### config.mk
export PLATFORM = sky130hd
export DESIGN_NAME = next_fit_block_allocator_flat
export DESIGN_NICKNAME = d
export VERILOG_FILES = /design/src/design/nfba_pkg.sv /design/src/design/nfba_req_if.sv /design/src/design/nfba_rsp_if.sv /design/src/design/nfba_csr.sv /design/src/design/nfba_ctrl.sv /design/src/design/nfba_dp.sv /design/src/design/next_fit_block_allocator.sv /design/src/flat_wrapper.sv
export VERILOG_INCLUDE_DIRS = /design/src /design/src/design
export SDC_FILE = /design/constraint.sdc
export NUM_CORES = 1
export LEC_CHECK = 0
export BUFFER_PORTS_ARGS = -buffer_cell sky130_fd_sc_hd__buf_4
export CAP_MARGIN = 20
export CORE_MARGIN = 8
export CORE_UTILIZATION = 40
export CTS_CLUSTER_SIZE = 40
export DETAILED_ROUTE_END_ITERATION = 12
export PLACE_DENSITY = 0.68
export SYNTH_ARGS = -nofsm -noshare
export SYNTH_HDL_FRONTEND = slang
export SYNTH_SLANG_ARGS = --single-unit
export TNS_END_PERCENT = 1
### constraint.sdc
create_clock -name clock -period 3.92 [get_ports clock]
set_clock_uncertainty 0.15 [all_clocks]
set_input_delay 0.588 -clock clock [delete_from_list [all_inputs] [get_ports clock]]
set_output_delay 0.588 -clock clock [all_outputs]
set_load 0.05 [all_outputs]
### src/design/next_fit_block_allocator_defines.svh
// Assertion macros for the next-fit block allocator.
`ifndef NEXT_FIT_BLOCK_ALLOCATOR_DEFINES_SVH
`define NEXT_FIT_BLOCK_ALLOCATOR_DEFINES_SVH

`ifndef SYNTHESIS

// Same-cycle implication, disabled during reset.
`define NFBA_ASSERT(label, clk, rst, ante, cons, msg) \
   label: assert property (@(posedge clk) disable iff (rst) (ante) |-> (cons)) \
      else $error(msg);

// Next-cycle implication, disabled during reset.
`define NFBA_ASSERT_NEXT(label, clk, rst, ante, cons, msg) \
   label: assert property (@(posedge clk) disable iff (rst) (ante) |=> (cons)) \
      else $error(msg);

`else

`define NFBA_ASSERT(label, clk, rst, ante, cons, msg)

`define NFBA_ASSERT_NEXT(label, clk, rst, ante, cons, msg)

`endif

`endif

### src/design/nfba_pkg.sv
// Shared constants and types for the next-fit block allocator.
`timescale 1ns / 1ps

package nfba_pkg;

   // default table geometry
   localparam int MAX_BLOCKS_DEF = 16;
   localparam int SIZE_BITS_DEF  = 16;

   // fixed field widths
   localparam int CMD_W    = 1;
   localparam int LIDX_W   = 4;
   localparam int AMOUNT_W = 16;
   localparam int CHOSEN_W = 4;
   localparam int BC_W     = 5;

   // command codes
   localparam logic [CMD_W-1:0] CMD_LOAD  = 1'b0;
   localparam logic [CMD_W-1:0] CMD_ALLOC = 1'b1;

   // configuration port
   localparam int CSR_ADDR_W = 3;
   localparam int CSR_DATA_W = 32;
   localparam logic REG_BLOCK_COUNT = 1'b0;   // word index taken from paddr[2]
   localparam logic [BC_W-1:0] BLOCK_COUNT_RESET = 5'd16;

   // controller to datapath commands
   typedef struct packed {
      logic load;       // write one table entry from the input item
      logic start;      // latch request, set scan pointer
      logic issue;      // read table at scan pointer and advance it
      logic check;      // compare the entry read last cycle
      logic out_load;   // move result into the output register
   } dp_cmd_type;

   // datapath to controller status
   typedef struct packed {
      logic hit;        // entry read last cycle fits the request
      logic last;       // this compare is the last of the lap
   } dp_sts_type;

endpackage

### src/design/nfba_req_if.sv
// Input item channel of the next-fit block allocator.
`timescale 1ns / 1ps

interface nfba_req_if;
   import nfba_pkg::*;

   logic                valid;
   logic                ready;
   logic [CMD_W-1:0]    command;
   logic [LIDX_W-1:0]   load_index;
   logic [AMOUNT_W-1:0] amount;

   modport source (output valid, command, load_index, amount, input ready);
   modport sink   (input valid, command, load_index, amount, output ready);
endinterface

### src/design/nfba_rsp_if.sv
// Result item channel of the next-fit block allocator.
`timescale 1ns / 1ps

interface nfba_rsp_if;
   import nfba_pkg::*;

   logic                valid;
   logic                ready;
   logic                granted;
   logic [CHOSEN_W-1:0] chosen_block;

   modport source (output valid, granted, chosen_block, input ready);
   modport sink   (input valid, granted, chosen_block, output ready);
endinterface

### src/design/nfba_csr.sv
// Configuration register file of the next-fit block allocator.
`timescale 1ns / 1ps

module nfba_csr (
   input  logic                            clock,
   input  logic                            reset,
   input  logic                            psel,
   input  logic                            penable,
   input  logic                            pwrite,
   input  logic [nfba_pkg::CSR_ADDR_W-1:0] paddr,
   input  logic [nfba_pkg::CSR_DATA_W-1:0] pwdata,
   output logic [nfba_pkg::CSR_DATA_W-1:0] prdata,
   output logic                            pready,
   output logic [nfba_pkg::BC_W-1:0]       block_count
);
   import nfba_pkg::*;

   logic [BC_W-1:0] block_count_ff;
   logic            wr_en;

   // access phase write, no wait states
   assign pready = 1'b1;
   assign wr_en  = psel && penable && pwrite && (paddr[2] == REG_BLOCK_COUNT);

   always_ff @(posedge clock) begin
      if (reset) begin
         block_count_ff <= BLOCK_COUNT_RESET;
      end else if (wr_en) begin
         block_count_ff <= pwdata[BC_W-1:0];
      end
   end

   // read back
   always_comb begin
      prdata = '0;
      if (paddr[2] == REG_BLOCK_COUNT) begin
         prdata = CSR_DATA_W'(block_count_ff);
      end
   end

   assign block_count = block_count_ff;
endmodule

### src/design/nfba_ctrl.sv
// Sequencing controller of the next-fit block allocator.
`timescale 1ns / 1ps

module nfba_ctrl (
   input  logic                       clock,
   input  logic                       reset,
   input  logic                       req_valid,
   input  logic [nfba_pkg::CMD_W-1:0] req_command,
   output logic                       req_ready,
   output logic                       rsp_valid,
   input  logic                       rsp_ready,
   output nfba_pkg::dp_cmd_type       cmd,
   input  nfba_pkg::dp_sts_type       sts
);
   import nfba_pkg::*;

   typedef enum logic [1:0] {
      ST_IDLE,
      ST_PRIME,
      ST_SCAN,
      ST_DONE
   } ctrl_state_type;

   ctrl_state_type state_ff, state_in;
   logic           rsp_valid_ff, rsp_valid_in;
   logic           req_fire;
   logic           out_free;

   assign req_ready = (state_ff == ST_IDLE);
   assign req_fire  = req_valid && req_ready;
   assign out_free  = !rsp_valid_ff || rsp_ready;

   // datapath commands
   always_comb begin
      cmd          = '0;
      cmd.load     = req_fire && (req_command == CMD_LOAD);
      cmd.start    = req_fire && (req_command == CMD_ALLOC);
      cmd.issue    = (state_ff == ST_PRIME) || (state_ff == ST_SCAN);
      cmd.check    = (state_ff == ST_SCAN);
      cmd.out_load = (state_ff == ST_DONE) && out_free;
   end

   // next state and output valid
   always_comb begin
      state_in     = state_ff;
      rsp_valid_in = rsp_valid_ff;
      if (rsp_ready) begin
         rsp_valid_in = 1'b0;
      end
      case (state_ff)
         ST_IDLE: begin
            if (cmd.start) begin
               state_in = ST_PRIME;
            end
         end
         ST_PRIME: begin
            state_in = ST_SCAN;
         end
         ST_SCAN: begin
            if (sts.hit || sts.last) begin
               state_in = ST_DONE;
            end
         end
         ST_DONE: begin
            if (out_free) begin
               rsp_valid_in = 1'b1;
               state_in     = ST_IDLE;
            end
         end
         default: begin
            state_in = ST_IDLE;
         end
      endcase
   end

   always_ff @(posedge clock) begin
      if (reset) begin
         state_ff     <= ST_IDLE;
         rsp_valid_ff <= 1'b0;
      end else begin
         state_ff     <= state_in;
         rsp_valid_ff <= rsp_valid_in;
      end
   end

   assign rsp_valid = rsp_valid_ff;
endmodule

### src/design/nfba_dp.sv
// Block table, scan pointer and result registers of the next-fit block allocator.
`timescale 1ns / 1ps

module nfba_dp #(
   parameter int MAX_BLOCKS = nfba_pkg::MAX_BLOCKS_DEF,
   parameter int SIZE_BITS  = nfba_pkg::SIZE_BITS_DEF
) (
   input  logic                          clock,
   input  logic                          reset,
   input  nfba_pkg::dp_cmd_type          cmd,
   output nfba_pkg::dp_sts_type          sts,
   input  logic [nfba_pkg::BC_W-1:0]     block_count,
   input  logic [nfba_pkg::LIDX_W-1:0]   load_index,
   input  logic [nfba_pkg::AMOUNT_W-1:0] amount,
   output logic                          rsp_granted,
   output logic [nfba_pkg::CHOSEN_W-1:0] rsp_chosen_block
);
   import nfba_pkg::*;

   localparam int IDX_W = $clog2(MAX_BLOCKS);
   localparam int CNT_W = $clog2(MAX_BLOCKS + 1);
   localparam logic [31:0] SIZE_MASK = 32'hFFFF_FFFF >> (32 - SIZE_BITS);

   // table memory, valid bits stand for the cleared reset value
   logic [SIZE_BITS-1:0]  mem [MAX_BLOCKS];
   logic [MAX_BLOCKS-1:0] valid_ff;
   logic [SIZE_BITS-1:0]  rd_data_ff;
   logic                  rd_vld_ff;

   logic [IDX_W-1:0]    rover_ff;
   logic [IDX_W-1:0]    issue_pos_ff;
   logic [IDX_W-1:0]    data_pos_ff;
   logic [IDX_W-1:0]    cmp_cnt_ff;
   logic [AMOUNT_W-1:0] amount_ff;
   logic                res_granted_ff;
   logic [IDX_W-1:0]    res_block_ff;
   logic                rsp_granted_ff;
   logic [CHOSEN_W-1:0] rsp_block_ff;

   logic [31:0]          bc_ext;
   logic [31:0]          eff32;
   logic [CNT_W-1:0]     count;
   logic [IDX_W-1:0]     start_pos;
   logic [CNT_W-1:0]     pos_inc;
   logic [IDX_W-1:0]     next_pos;
   logic [SIZE_BITS-1:0] data_eff;
   logic                 hit;
   logic                 last;
   logic [31:0]          amt_ext;
   logic [SIZE_BITS-1:0] load_val;
   logic                 load_ok;
   logic                 we;
   logic [IDX_W-1:0]     wa;
   logic [SIZE_BITS-1:0] wd;

   // effective block count: zero acts as one, clamp at table size
   assign bc_ext = 32'(block_count);
   always_comb begin
      if (bc_ext == 32'd0) begin
         eff32 = 32'd1;
      end else if (bc_ext > 32'(MAX_BLOCKS)) begin
         eff32 = 32'(MAX_BLOCKS);
      end else begin
         eff32 = bc_ext;
      end
   end
   assign count = CNT_W'(eff32);

   // scan start and circular advance
   assign start_pos = (CNT_W'(rover_ff) < count) ? rover_ff : '0;
   assign pos_inc   = CNT_W'(issue_pos_ff) + CNT_W'(1);
   assign next_pos  = (pos_inc >= count) ? '0 : IDX_W'(pos_inc);

   // compare stage on the registered read
   assign data_eff = rd_vld_ff ? rd_data_ff : '0;
   assign hit      = 32'(data_eff) >= 32'(amount_ff);
   assign last     = CNT_W'(cmp_cnt_ff) == (count - CNT_W'(1));
   assign sts.hit  = hit;
   assign sts.last = last;

   // load value saturates to the entry width
   assign amt_ext  = 32'(amount);
   assign load_val = SIZE_BITS'((amt_ext > SIZE_MASK) ? SIZE_MASK : amt_ext);
   assign load_ok  = cmd.load && (32'(load_index) < 32'(MAX_BLOCKS));

   // single write port: load or shrink of the granted block
   assign we = load_ok || (cmd.check && hit);
   assign wa = cmd.load ? IDX_W'(load_index) : data_pos_ff;
   assign wd = cmd.load ? load_val : SIZE_BITS'(32'(data_eff) - 32'(amount_ff));

   always_ff @(posedge clock) begin
      if (we) begin
         mem[wa] <= wd;
      end
      rd_data_ff <= mem[issue_pos_ff];
   end

   always_ff @(posedge clock) begin
      if (reset) begin
         valid_ff  <= '0;
         rd_vld_ff <= 1'b0;
      end else begin
         rd_vld_ff <= valid_ff[issue_pos_ff];
         if (we) begin
            valid_ff[wa] <= 1'b1;
         end
      end
   end

   // rover moves only on a grant
   always_ff @(posedge clock) begin
      if (reset) begin
         rover_ff <= '0;
      end else if (cmd.check && hit) begin
         rover_ff <= data_pos_ff;
      end
   end

   // scan pointer, compare count and latched request
   always_ff @(posedge clock) begin
      data_pos_ff <= issue_pos_ff;
      if (cmd.start) begin
         issue_pos_ff <= start_pos;
         cmp_cnt_ff   <= '0;
         amount_ff    <= amount;
      end else begin
         if (cmd.issue) begin
            issue_pos_ff <= next_pos;
         end
         if (cmd.check && !hit) begin
            cmp_cnt_ff <= cmp_cnt_ff + IDX_W'(1);
         end
      end
   end

   // result capture and output register
   always_ff @(posedge clock) begin
      if (cmd.check && hit) begin
         res_granted_ff <= 1'b1;
         res_block_ff   <= data_pos_ff;
      end else if (cmd.check && last) begin
         res_granted_ff <= 1'b0;
         res_block_ff   <= '0;
      end
      if (cmd.out_load) begin
         rsp_granted_ff <= res_granted_ff;
         rsp_block_ff   <= CHOSEN_W'(res_block_ff);
      end
   end

   assign rsp_granted      = rsp_granted_ff;
   assign rsp_chosen_block = rsp_block_ff;
endmodule

### src/design/next_fit_block_allocator.sv
// Top level of the next-fit block allocator.
//
//   channel  direction  handshake          payload
//   req      in         valid/ready        command, load_index, amount
//   rsp      out        valid/ready        granted, chosen_block
//   csr      in         APB psel/penable   block_count at byte address 0
//
// A load item gives no result.
// An allocate item runs through a prime step, a scan that examines k blocks,
// where k is 1 to the effective block count, and a done step before the next
// accept; the scan reads one entry per cycle and compares it from a register.
// Reset clears the table at once through per-entry valid bits.
// A finished result sits in the output register; if it is still untaken
// when the next result is ready, the block holds that result and stalls input.
`timescale 1ns / 1ps
`include "next_fit_block_allocator_defines.svh"

module next_fit_block_allocator #(
   parameter int MAX_BLOCKS = nfba_pkg::MAX_BLOCKS_DEF,
   parameter int SIZE_BITS  = nfba_pkg::SIZE_BITS_DEF
) (
   input  logic                            clock,
   input  logic                            reset,
   nfba_req_if.sink                        req_chan,
   nfba_rsp_if.source                      rsp_chan,
   input  logic                            csr_psel,
   input  logic                            csr_penable,
   input  logic                            csr_pwrite,
   input  logic [nfba_pkg::CSR_ADDR_W-1:0] csr_paddr,
   input  logic [nfba_pkg::CSR_DATA_W-1:0] csr_pwdata,
   output logic [nfba_pkg::CSR_DATA_W-1:0] csr_prdata,
   output logic                            csr_pready
);
   import nfba_pkg::*;

   dp_cmd_type      dp_cmd;
   dp_sts_type      dp_sts;
   logic [BC_W-1:0] block_count;

   // configuration registers
   nfba_csr u_csr (
      .clock       (clock),
      .reset       (reset),
      .psel        (csr_psel),
      .penable     (csr_penable),
      .pwrite      (csr_pwrite),
      .paddr       (csr_paddr),
      .pwdata      (csr_pwdata),
      .prdata      (csr_prdata),
      .pready      (csr_pready),
      .block_count (block_count)
   );

   // sequencer
   nfba_ctrl u_ctrl (
      .clock       (clock),
      .reset       (reset),
      .req_valid   (req_chan.valid),
      .req_command (req_chan.command),
      .req_ready   (req_chan.ready),
      .rsp_valid   (rsp_chan.valid),
      .rsp_ready   (rsp_chan.ready),
      .cmd         (dp_cmd),
      .sts         (dp_sts)
   );

   // table and scan datapath
   nfba_dp #(
      .MAX_BLOCKS (MAX_BLOCKS),
      .SIZE_BITS  (SIZE_BITS)
   ) u_dp (
      .clock            (clock),
      .reset            (reset),
      .cmd              (dp_cmd),
      .sts              (dp_sts),
      .block_count      (block_count),
      .load_index       (req_chan.load_index),
      .amount           (req_chan.amount),
      .rsp_granted      (rsp_chan.granted),
      .rsp_chosen_block (rsp_chan.chosen_block)
   );

   // no input item is taken while the table is being scanned
   `NFBA_ASSERT(a_no_accept_in_scan, clock, reset, dp_cmd.issue, !req_chan.ready, "item accepted during scan")

   // the output register is only reloaded once the old result has left
   `NFBA_ASSERT(a_out_slot_free, clock, reset, dp_cmd.out_load, (!rsp_chan.valid || rsp_chan.ready), "result overwritten")

   // a refused request always reports block zero
   `NFBA_ASSERT(a_refuse_block_zero, clock, reset, (rsp_chan.valid && !rsp_chan.granted), (rsp_chan.chosen_block == '0), "refusal with nonzero block")

   // a result register load is followed by a valid result
   `NFBA_ASSERT_NEXT(a_result_shown, clock, reset, dp_cmd.out_load, rsp_chan.valid, "result not presented")

endmodule
### src/flat_wrapper.sv
// flat-port wrapper written by rule: the top's interface ports become plain ports
module next_fit_block_allocator_flat import nfba_pkg::*;
#(
   parameter int MAX_BLOCKS = nfba_pkg::MAX_BLOCKS_DEF,
   parameter int SIZE_BITS  = nfba_pkg::SIZE_BITS_DEF
)
  (clock, reset, csr_psel, csr_penable, csr_pwrite, csr_paddr, csr_pwdata, csr_prdata, csr_pready, req_chan_valid, req_chan_command, req_chan_load_index, req_chan_amount, req_chan_ready, rsp_chan_valid, rsp_chan_granted, rsp_chan_chosen_block, rsp_chan_ready);
  nfba_req_if req_chan_i ();
  nfba_rsp_if rsp_chan_i ();
  input  logic clock;
  input  logic reset;
  input  logic csr_psel;
  input  logic csr_penable;
  input  logic csr_pwrite;
  input  logic [nfba_pkg::CSR_ADDR_W-1:0] csr_paddr;
  input  logic [nfba_pkg::CSR_DATA_W-1:0] csr_pwdata;
  output logic [nfba_pkg::CSR_DATA_W-1:0] csr_prdata;
  output logic csr_pready;
  input wire logic [$bits(req_chan_i.valid)-1:0] req_chan_valid;
  input wire logic [$bits(req_chan_i.command)-1:0] req_chan_command;
  input wire logic [$bits(req_chan_i.load_index)-1:0] req_chan_load_index;
  input wire logic [$bits(req_chan_i.amount)-1:0] req_chan_amount;
  output wire logic [$bits(req_chan_i.ready)-1:0] req_chan_ready;
  output wire logic [$bits(rsp_chan_i.valid)-1:0] rsp_chan_valid;
  output wire logic [$bits(rsp_chan_i.granted)-1:0] rsp_chan_granted;
  output wire logic [$bits(rsp_chan_i.chosen_block)-1:0] rsp_chan_chosen_block;
  input wire logic [$bits(rsp_chan_i.ready)-1:0] rsp_chan_ready;
  assign req_chan_i.valid = req_chan_valid;
  assign req_chan_i.command = req_chan_command;
  assign req_chan_i.load_index = req_chan_load_index;
  assign req_chan_i.amount = req_chan_amount;
  assign req_chan_ready = req_chan_i.ready;
  assign rsp_chan_valid = rsp_chan_i.valid;
  assign rsp_chan_granted = rsp_chan_i.granted;
  assign rsp_chan_chosen_block = rsp_chan_i.chosen_block;
  assign rsp_chan_i.ready = rsp_chan_ready;
  next_fit_block_allocator #(.MAX_BLOCKS(MAX_BLOCKS), .SIZE_BITS(SIZE_BITS)) u_core (.clock(clock), .reset(reset), .req_chan(req_chan_i), .rsp_chan(rsp_chan_i), .csr_psel(csr_psel), .csr_penable(csr_penable), .csr_pwrite(csr_pwrite), .csr_paddr(csr_paddr), .csr_pwdata(csr_pwdata), .csr_prdata(csr_prdata), .csr_pready(csr_pready));
endmodule
# Word level (Yosys, flattened, before mapping)
# Memories as Yosys holds them, arrays and structs flattened. A register that Yosys moved wholly into a read port is not among the register bits.
# Cells that the tools add are included.
[word_totals] romBits=0 inputBits=63 memories=1 ramBits=256 latchBits=0 register_bits=67 out_inout_bits=40 wordCells=85
[memory_table] memory="u_core.u_dp.mem" depth=16 width=16 rd=1 rd_ports_with_merged_regs=1 write_ports=1 line="nfba_dp.sv:25" source="logic [SIZE_BITS-1:0] mem [MAX_BLOCKS];"
[op_classes] multipliers=0 n_bitwise=3 n_reduce_logical=22 shifts=0 add_sub_neg=4 eq_ne=7 n_lt_le_gt_ge=8 div_mod_pow=0 muxes=26
[ops] op="two-way mux 16 bit" count=3
[ops] op="zero test 32 bit" count=1
[ops] op="two-way mux 4 bit" count=7
[ops] op=">= comparator 16 bit" count=1
[ops] op="> comparator 16 bit (second input constant)" count=1
[ops] op="OR 16 bit" count=1
[ops] op="subtractor 16 bit" count=1
[ops] op="two-way mux 5 bit" count=3
[ops] op="logical AND 1 bit" count=11
[ops] op="less-than comparator 4 x 5 -> 1 bit (second input constant)" count=2
[ops] op="one-hot mux 2 bit (4 select lines)" count=1
[ops] op="two-way mux 1 bit" count=7
[ops] op="two-way mux 2 bit" count=3
[ops] op="adder 4 x 1 -> 5 bit (second input constant)" count=1
[ops] op="== test 4 x 5 -> 1 bit" count=1
[ops] op=">= comparator 5 bit" count=1
[ops] op="> comparator 5 bit (second input constant)" count=1
[ops] op="less-than comparator 4 x 5 -> 1 bit" count=1
[ops] op="subtractor 5 x 1 -> 5 bit (second input constant)" count=1
[ops] op="adder 4 x 1 -> 4 bit (second input constant)" count=1
[ops] op="binary-select mux 1 bit (select 4 bit)" count=1
[ops] op="demux 1 bit (select 4 bit)" count=1
[ops] op="== test 2 bit (second input constant)" count=2
[ops] op=">= comparator 4 x 1 -> 1 bit (second input constant)" count=1
[ops] op="9 further kinds" count=16

# Depth between registers and ports, before layout
[logic_depth] word_depth=9 depth_mapped=11 ltp_nobuf=10

# Modules after synthesis
# Synthesis repeated with hierarchy kept, for this count alone.
[hier_totals] cells_unflattened=1020 hier_area_um2=14790.4
[modules_own_cells] mod="nfba_dp" cells_per_inst=936 n_inst=1 area_each_um2=14067.2 seq_area_each_um2=9479.1
[modules_own_cells] mod="nfba_csr" cells_per_inst=58 n_inst=1 area_each_um2=494.2 seq_area_each_um2=100.1
[modules_own_cells] mod="nfba_ctrl" cells_per_inst=26 n_inst=1 area_each_um2=229.0 seq_area_each_um2=60.1

# Least setup slack after synthesis
# No wires, ideal clock.
[synth_timing] kind="register to register" from="reg u_core.u_dp.rd_vld_ff" to="mem u_core.u_dp.mem[5][0] in the netlist's numbering, enable pin" n_path_buf=2 arrival_ps=2890 stages_incl_launch_ff=12 synth_period_minus_slack_ps=3429 setup_slack_ps=491 path_cell_list="dfxtp_1 -> clkbuf_1 -> nand2_1 -> ha_1 -> fa_1 -> nand2b_1 -> a211oi_2 -> o211ai_1 -> o211ai_2 -> buf_6 -> a21oi_1 -> nor2_1"
[synth_between] elab_chain_len=6
[synth_rtl] element="start, declared" line="nfba_dp.sv:28" source="logic rd_vld_ff;"
[synth_rtl] element="start signal, assigned" line="nfba_dp.sv:103" source="rd_vld_ff <= valid_ff[issue_pos_ff];"
[synth_rtl] element="two-way mux 16 bit" line="nfba_dp.sv:75" source="assign data_eff = rd_vld_ff ? rd_data_ff : '0;"
[synth_rtl] element=">= comparator 16 bit" line="nfba_dp.sv:76" source="assign hit = 32'(data_eff) >= 32'(amount_ff);"
[synth_rtl] element="logical AND 1 bit" line="nfba_dp.sv:87" source="assign we = load_ok || (cmd.check && hit);"
[synth_rtl] element="logical OR 1 bit" line="nfba_dp.sv:87"
[synth_rtl] element="two-way mux 1 bit" line="nfba_dp.sv:92" source="if (we) begin"
[synth_rtl] element="two-way mux 1 bit (not written as such)" line="nfba_dp.sv:93" source="mem[wa] <= wd;"
[synth_rtl] element="end, declared" line="nfba_dp.sv:25"
# No other way between the ends.

# Worst setup path in the final report
[layout_timing] from="reg u_core.u_dp.rd_vld_ff" to="mem u_core.u_dp.mem[0][9] in the netlist's numbering, enable pin"
# The elaborated chain is that of the path after synthesis.

==> results.ini <==
[grt]
grt_usage = 0.1497
grt_overflow = 0
grt_pass1_vias = 8823
grt_pass1_wl_um = 50850
antenna_found_initial = 0
grt_max_degree = 43

[final_layout]
nets = 1195
postLayoutCellArea_um2 = 16830
diodes = 0
area_growth_pct = 14.55
seq_area_um2 = 9639
fin_util = 0.4620
fillers = 3165
drive_gt1_frac = 0.1920
final_cells = 1593
multiInputGateArea_um2 = 4646

[yosys]
synthFlopType = edfxtp_1
synth-edff-count = 285
ys_seq_elements = 339
synth_most_common_cell = edfxtp_1
synth-seq-area-share = 0.6560
yosys-top-cells-area = edfxtp_1 58%, dfxtp_1 7.4%, mux4_2 5.7%
syn_inst = 1019
synth_warnings = 0
avgSynthCellArea_um2 = 14.42
yosysTopAreaCellShare = 0.5824
syn_area_um2 = 14690
synthDistinctLibCells = 60
synth_common_cells = 285 x edfxtp_1, 67 x nor2_1, 63 x mux2i_1
synth_top_cell_by_area = edfxtp_1
ys_async_sr_fraction = 0

[worst_setup_path]
cp_cell_sequence = and2_1, ha_1, a21oi_1, o21ai_0, o311ai_0, o211ai_2, a21oi_1, nor2_2, buf_12
cp_common_cell = a21oi_1
arrival_ns = 3.78
critical_path.max_fanout = 16
critPathTopFamily = compound AO/OA/AOI/OAI gates
cpPeakStageDelay_ns = 0.63
cp_slowest_cell = dfxtp_1
crit_buf_inv = 1
cp.required_ns = 4.04
end_kind = register
start_kind = register
crit_type = register to register

[detailed_routing]
wl_per_cell_um = 20.61
routed_via_density = 5.421
drc = 0
drt_wl_total_um = 32830
antenna_left = 0
first_iter_violations = 608
first_pass_iters = 5
num_vias = 8635

[timing]
setup_ws_ns = 0.2572
tightest_slew_ns = 0.8294
final_max_slew_viol_count = 0
hold-worst-slack_ns = 0.1088
tns_ns = 0
clock.fmax_ghz = 0.2730
rsz0062_at_grt = no
maxSlewHeadroom = 0.4465
fin_crit_ns = 3.663
finalSetupViolCount = 0
finalHoldViolations = 0
fin_crit_sh = 0.9344

[clocking]
clk_latency_ns = 0.52
clockRootBuffer = clkbuf_16
cts_setup_buffers = 0
htreeDepth = 2
path_clk_slew_ns = 0.06
ctsHoldBuffers = 0
cts_tree = done
cts-resized-gates = 0
cts_sinks = 339
clk_path_buf_depth = 3
cts_made_buffers = 35

[die]
rows = 70
die_y_um = 207.7
dieWidth_um = 207.7
core_um2 = 36430
boundaryPins = 103
dieArea_um2 = 43120
start_util = 0.4033

[place]
placed_area_um2 = 15760
gp_congestion = 0.8631
port_buffers = 45
dp.cells = 1532
dp_hpwl_um = 21740
preCtsSetupSlack_ns = 0.2323

[pwr]
p_seq_frac = 0.418
finalPower_mw = 10.99
p_int_mw = 7.457
p_sw_mw = 3.534
p_per_area_nw_per_um2 = 653.0
p_clk_frac = 0.285
peakVddDrop_v = 0.0003233
netSwitchingFraction = 0.3215
leakage_nw = 5.957
combPwrFrac = 0.296

[min_path]
hold_class = input pin to register

[run_status]
status = finished clean

[run]
maxCapViolCount = 0

[power by group through the flow]
stage | logic, mW | clock network (mW) | registers (mW)
global route | 3.56 | 3.32 | 4.63
CTS | 3.27 | 3.19 | 4.60
detailed placement | 3.25 | 0 | 4.67
finish | 3.26 | 3.14 | 4.60
global placement | 3.20 | 0 | 4.67
floorplan | 2.26 | 0 | 4.60
[final cells by class]
type,instances,share of cell area
flip-flops and latches,339,0.5727
multi-input cells,601,0.2760
clock buffers,50,0.05843
repair buffers,93,0.04594
well taps,468,0.03479
inverters,32,0.007136
clock inverters,10,0.005055
[cell families (layout without fill, tap and decap cells)]
logic type	after synthesis	in the layout	synth area share
multiplexers	112	112	0.1088
flip-flops	339	339	0.6560
AO/OA/AOI/OAI	189	189	0.08566
buffers and inverters	105	185	0.03687
AND/OR/NAND/NOR	225	225	0.07587
other	2	28	0.0005111
XOR/XNOR	16	16	0.009537
adder cells (fa/ha/maj)	31	31	0.02674
[placed cells by master (no fill, tap or decap), drive strengths merged, types with 3 or more instances in the layout]
cell type / instances
nor2: 67
buf: 93
o2111ai: 5
ha: 29
nand4b: 4
a22oi: 18
a31oi: 3
o211ai: 8
mux2: 12
a21o: 6
xnor2: 8
nor3: 22
nand3: 12
nand4: 4
mux4: 37
clkbuf: 50
dfxtp: 54
a221oi: 16
a21oi: 44
o21bai: 3
nor3b: 8
xor2: 8
a2111oi: 3
mux2i: 63
a211oi: 23
o21ai: 48
edfxtp: 285
or3: 5
conb: 28
nor2b: 8
and3: 6
and2: 19
nand2b: 9
inv: 33
nand2: 51
clkinv: 8
[per-layer routing]
| metal | share of wire | GRT usage | up-vias |
|---|---|---|---|
| li1 | - | - | 4018 |
| met3 | 0.058 | 0.03367 | 52 |
| met5 | 0 | 0 | - |
| met1 | 0.43 | 0.1917 | 4316 |
| met2 | 0.48 | 0.2470 | 249 |
| met4 | 0.030 | 0.05507 | 0 |
[worst reg2reg max path, cell delays in order (launching register included)]
cell      delay (ns)
dfxtp_1         0.63
and2_1          0.21
ha_1            0.30
a21oi_1         0.20
o21ai_0         0.18
o311ai_0        0.48
o211ai_2        0.37
a21oi_1         0.54
nor2_2          0.17
buf_12          0.20
[worst paths after layout]
kind / from / to / slack, ns / depth (start not counted)
setup / recovery: u_core.u_dp.rd_vld_ff$_SDFF_PP0_ / u_core.u_dp.mem[0][9]$_DFFE_PP_ / 0.26 / 9
hold / removal: req_chan_amount[2] / u_core.u_dp.amount_ff[2]$_DFFE_PP_ / 0.11 / 1
setup reg to reg: u_core.u_dp.rd_vld_ff$_SDFF_PP0_ / u_core.u_dp.mem[0][9]$_DFFE_PP_ / 0.26 / 9
hold reg to reg: u_core.u_dp.res_block_ff[0]$_SDFFCE_PN0P_ / u_core.u_dp.rsp_chosen_block[0]$_DFFE_PP_ / 0.27 / 0
[sequential cells by signal, indices dropped and copies added, names as in the netlist]
name / cells
u_core.u_dp.rsp_chosen_block: 4
u_core.u_dp.res_granted_ff: 1
u_core.u_dp.mem: 256
u_core.u_dp.rd_data_ff: 16
u_core.u_dp.res_block_ff: 4
u_core.u_csr.block_count: 5
u_core.u_dp.data_pos_ff: 4
u_core.u_dp.valid_ff: 16
u_core.u_dp.rsp_granted: 1
u_core.u_dp.amount_ff: 16
u_core.u_dp.cmp_cnt_ff: 4
u_core.u_dp.rover_ff: 4
u_core.u_ctrl.state_ff: 2
u_core.u_dp.rd_vld_ff: 1
u_core.u_dp.issue_pos_ff: 4
u_core.u_ctrl.rsp_valid: 1
(Power assumes the default switching activity.)
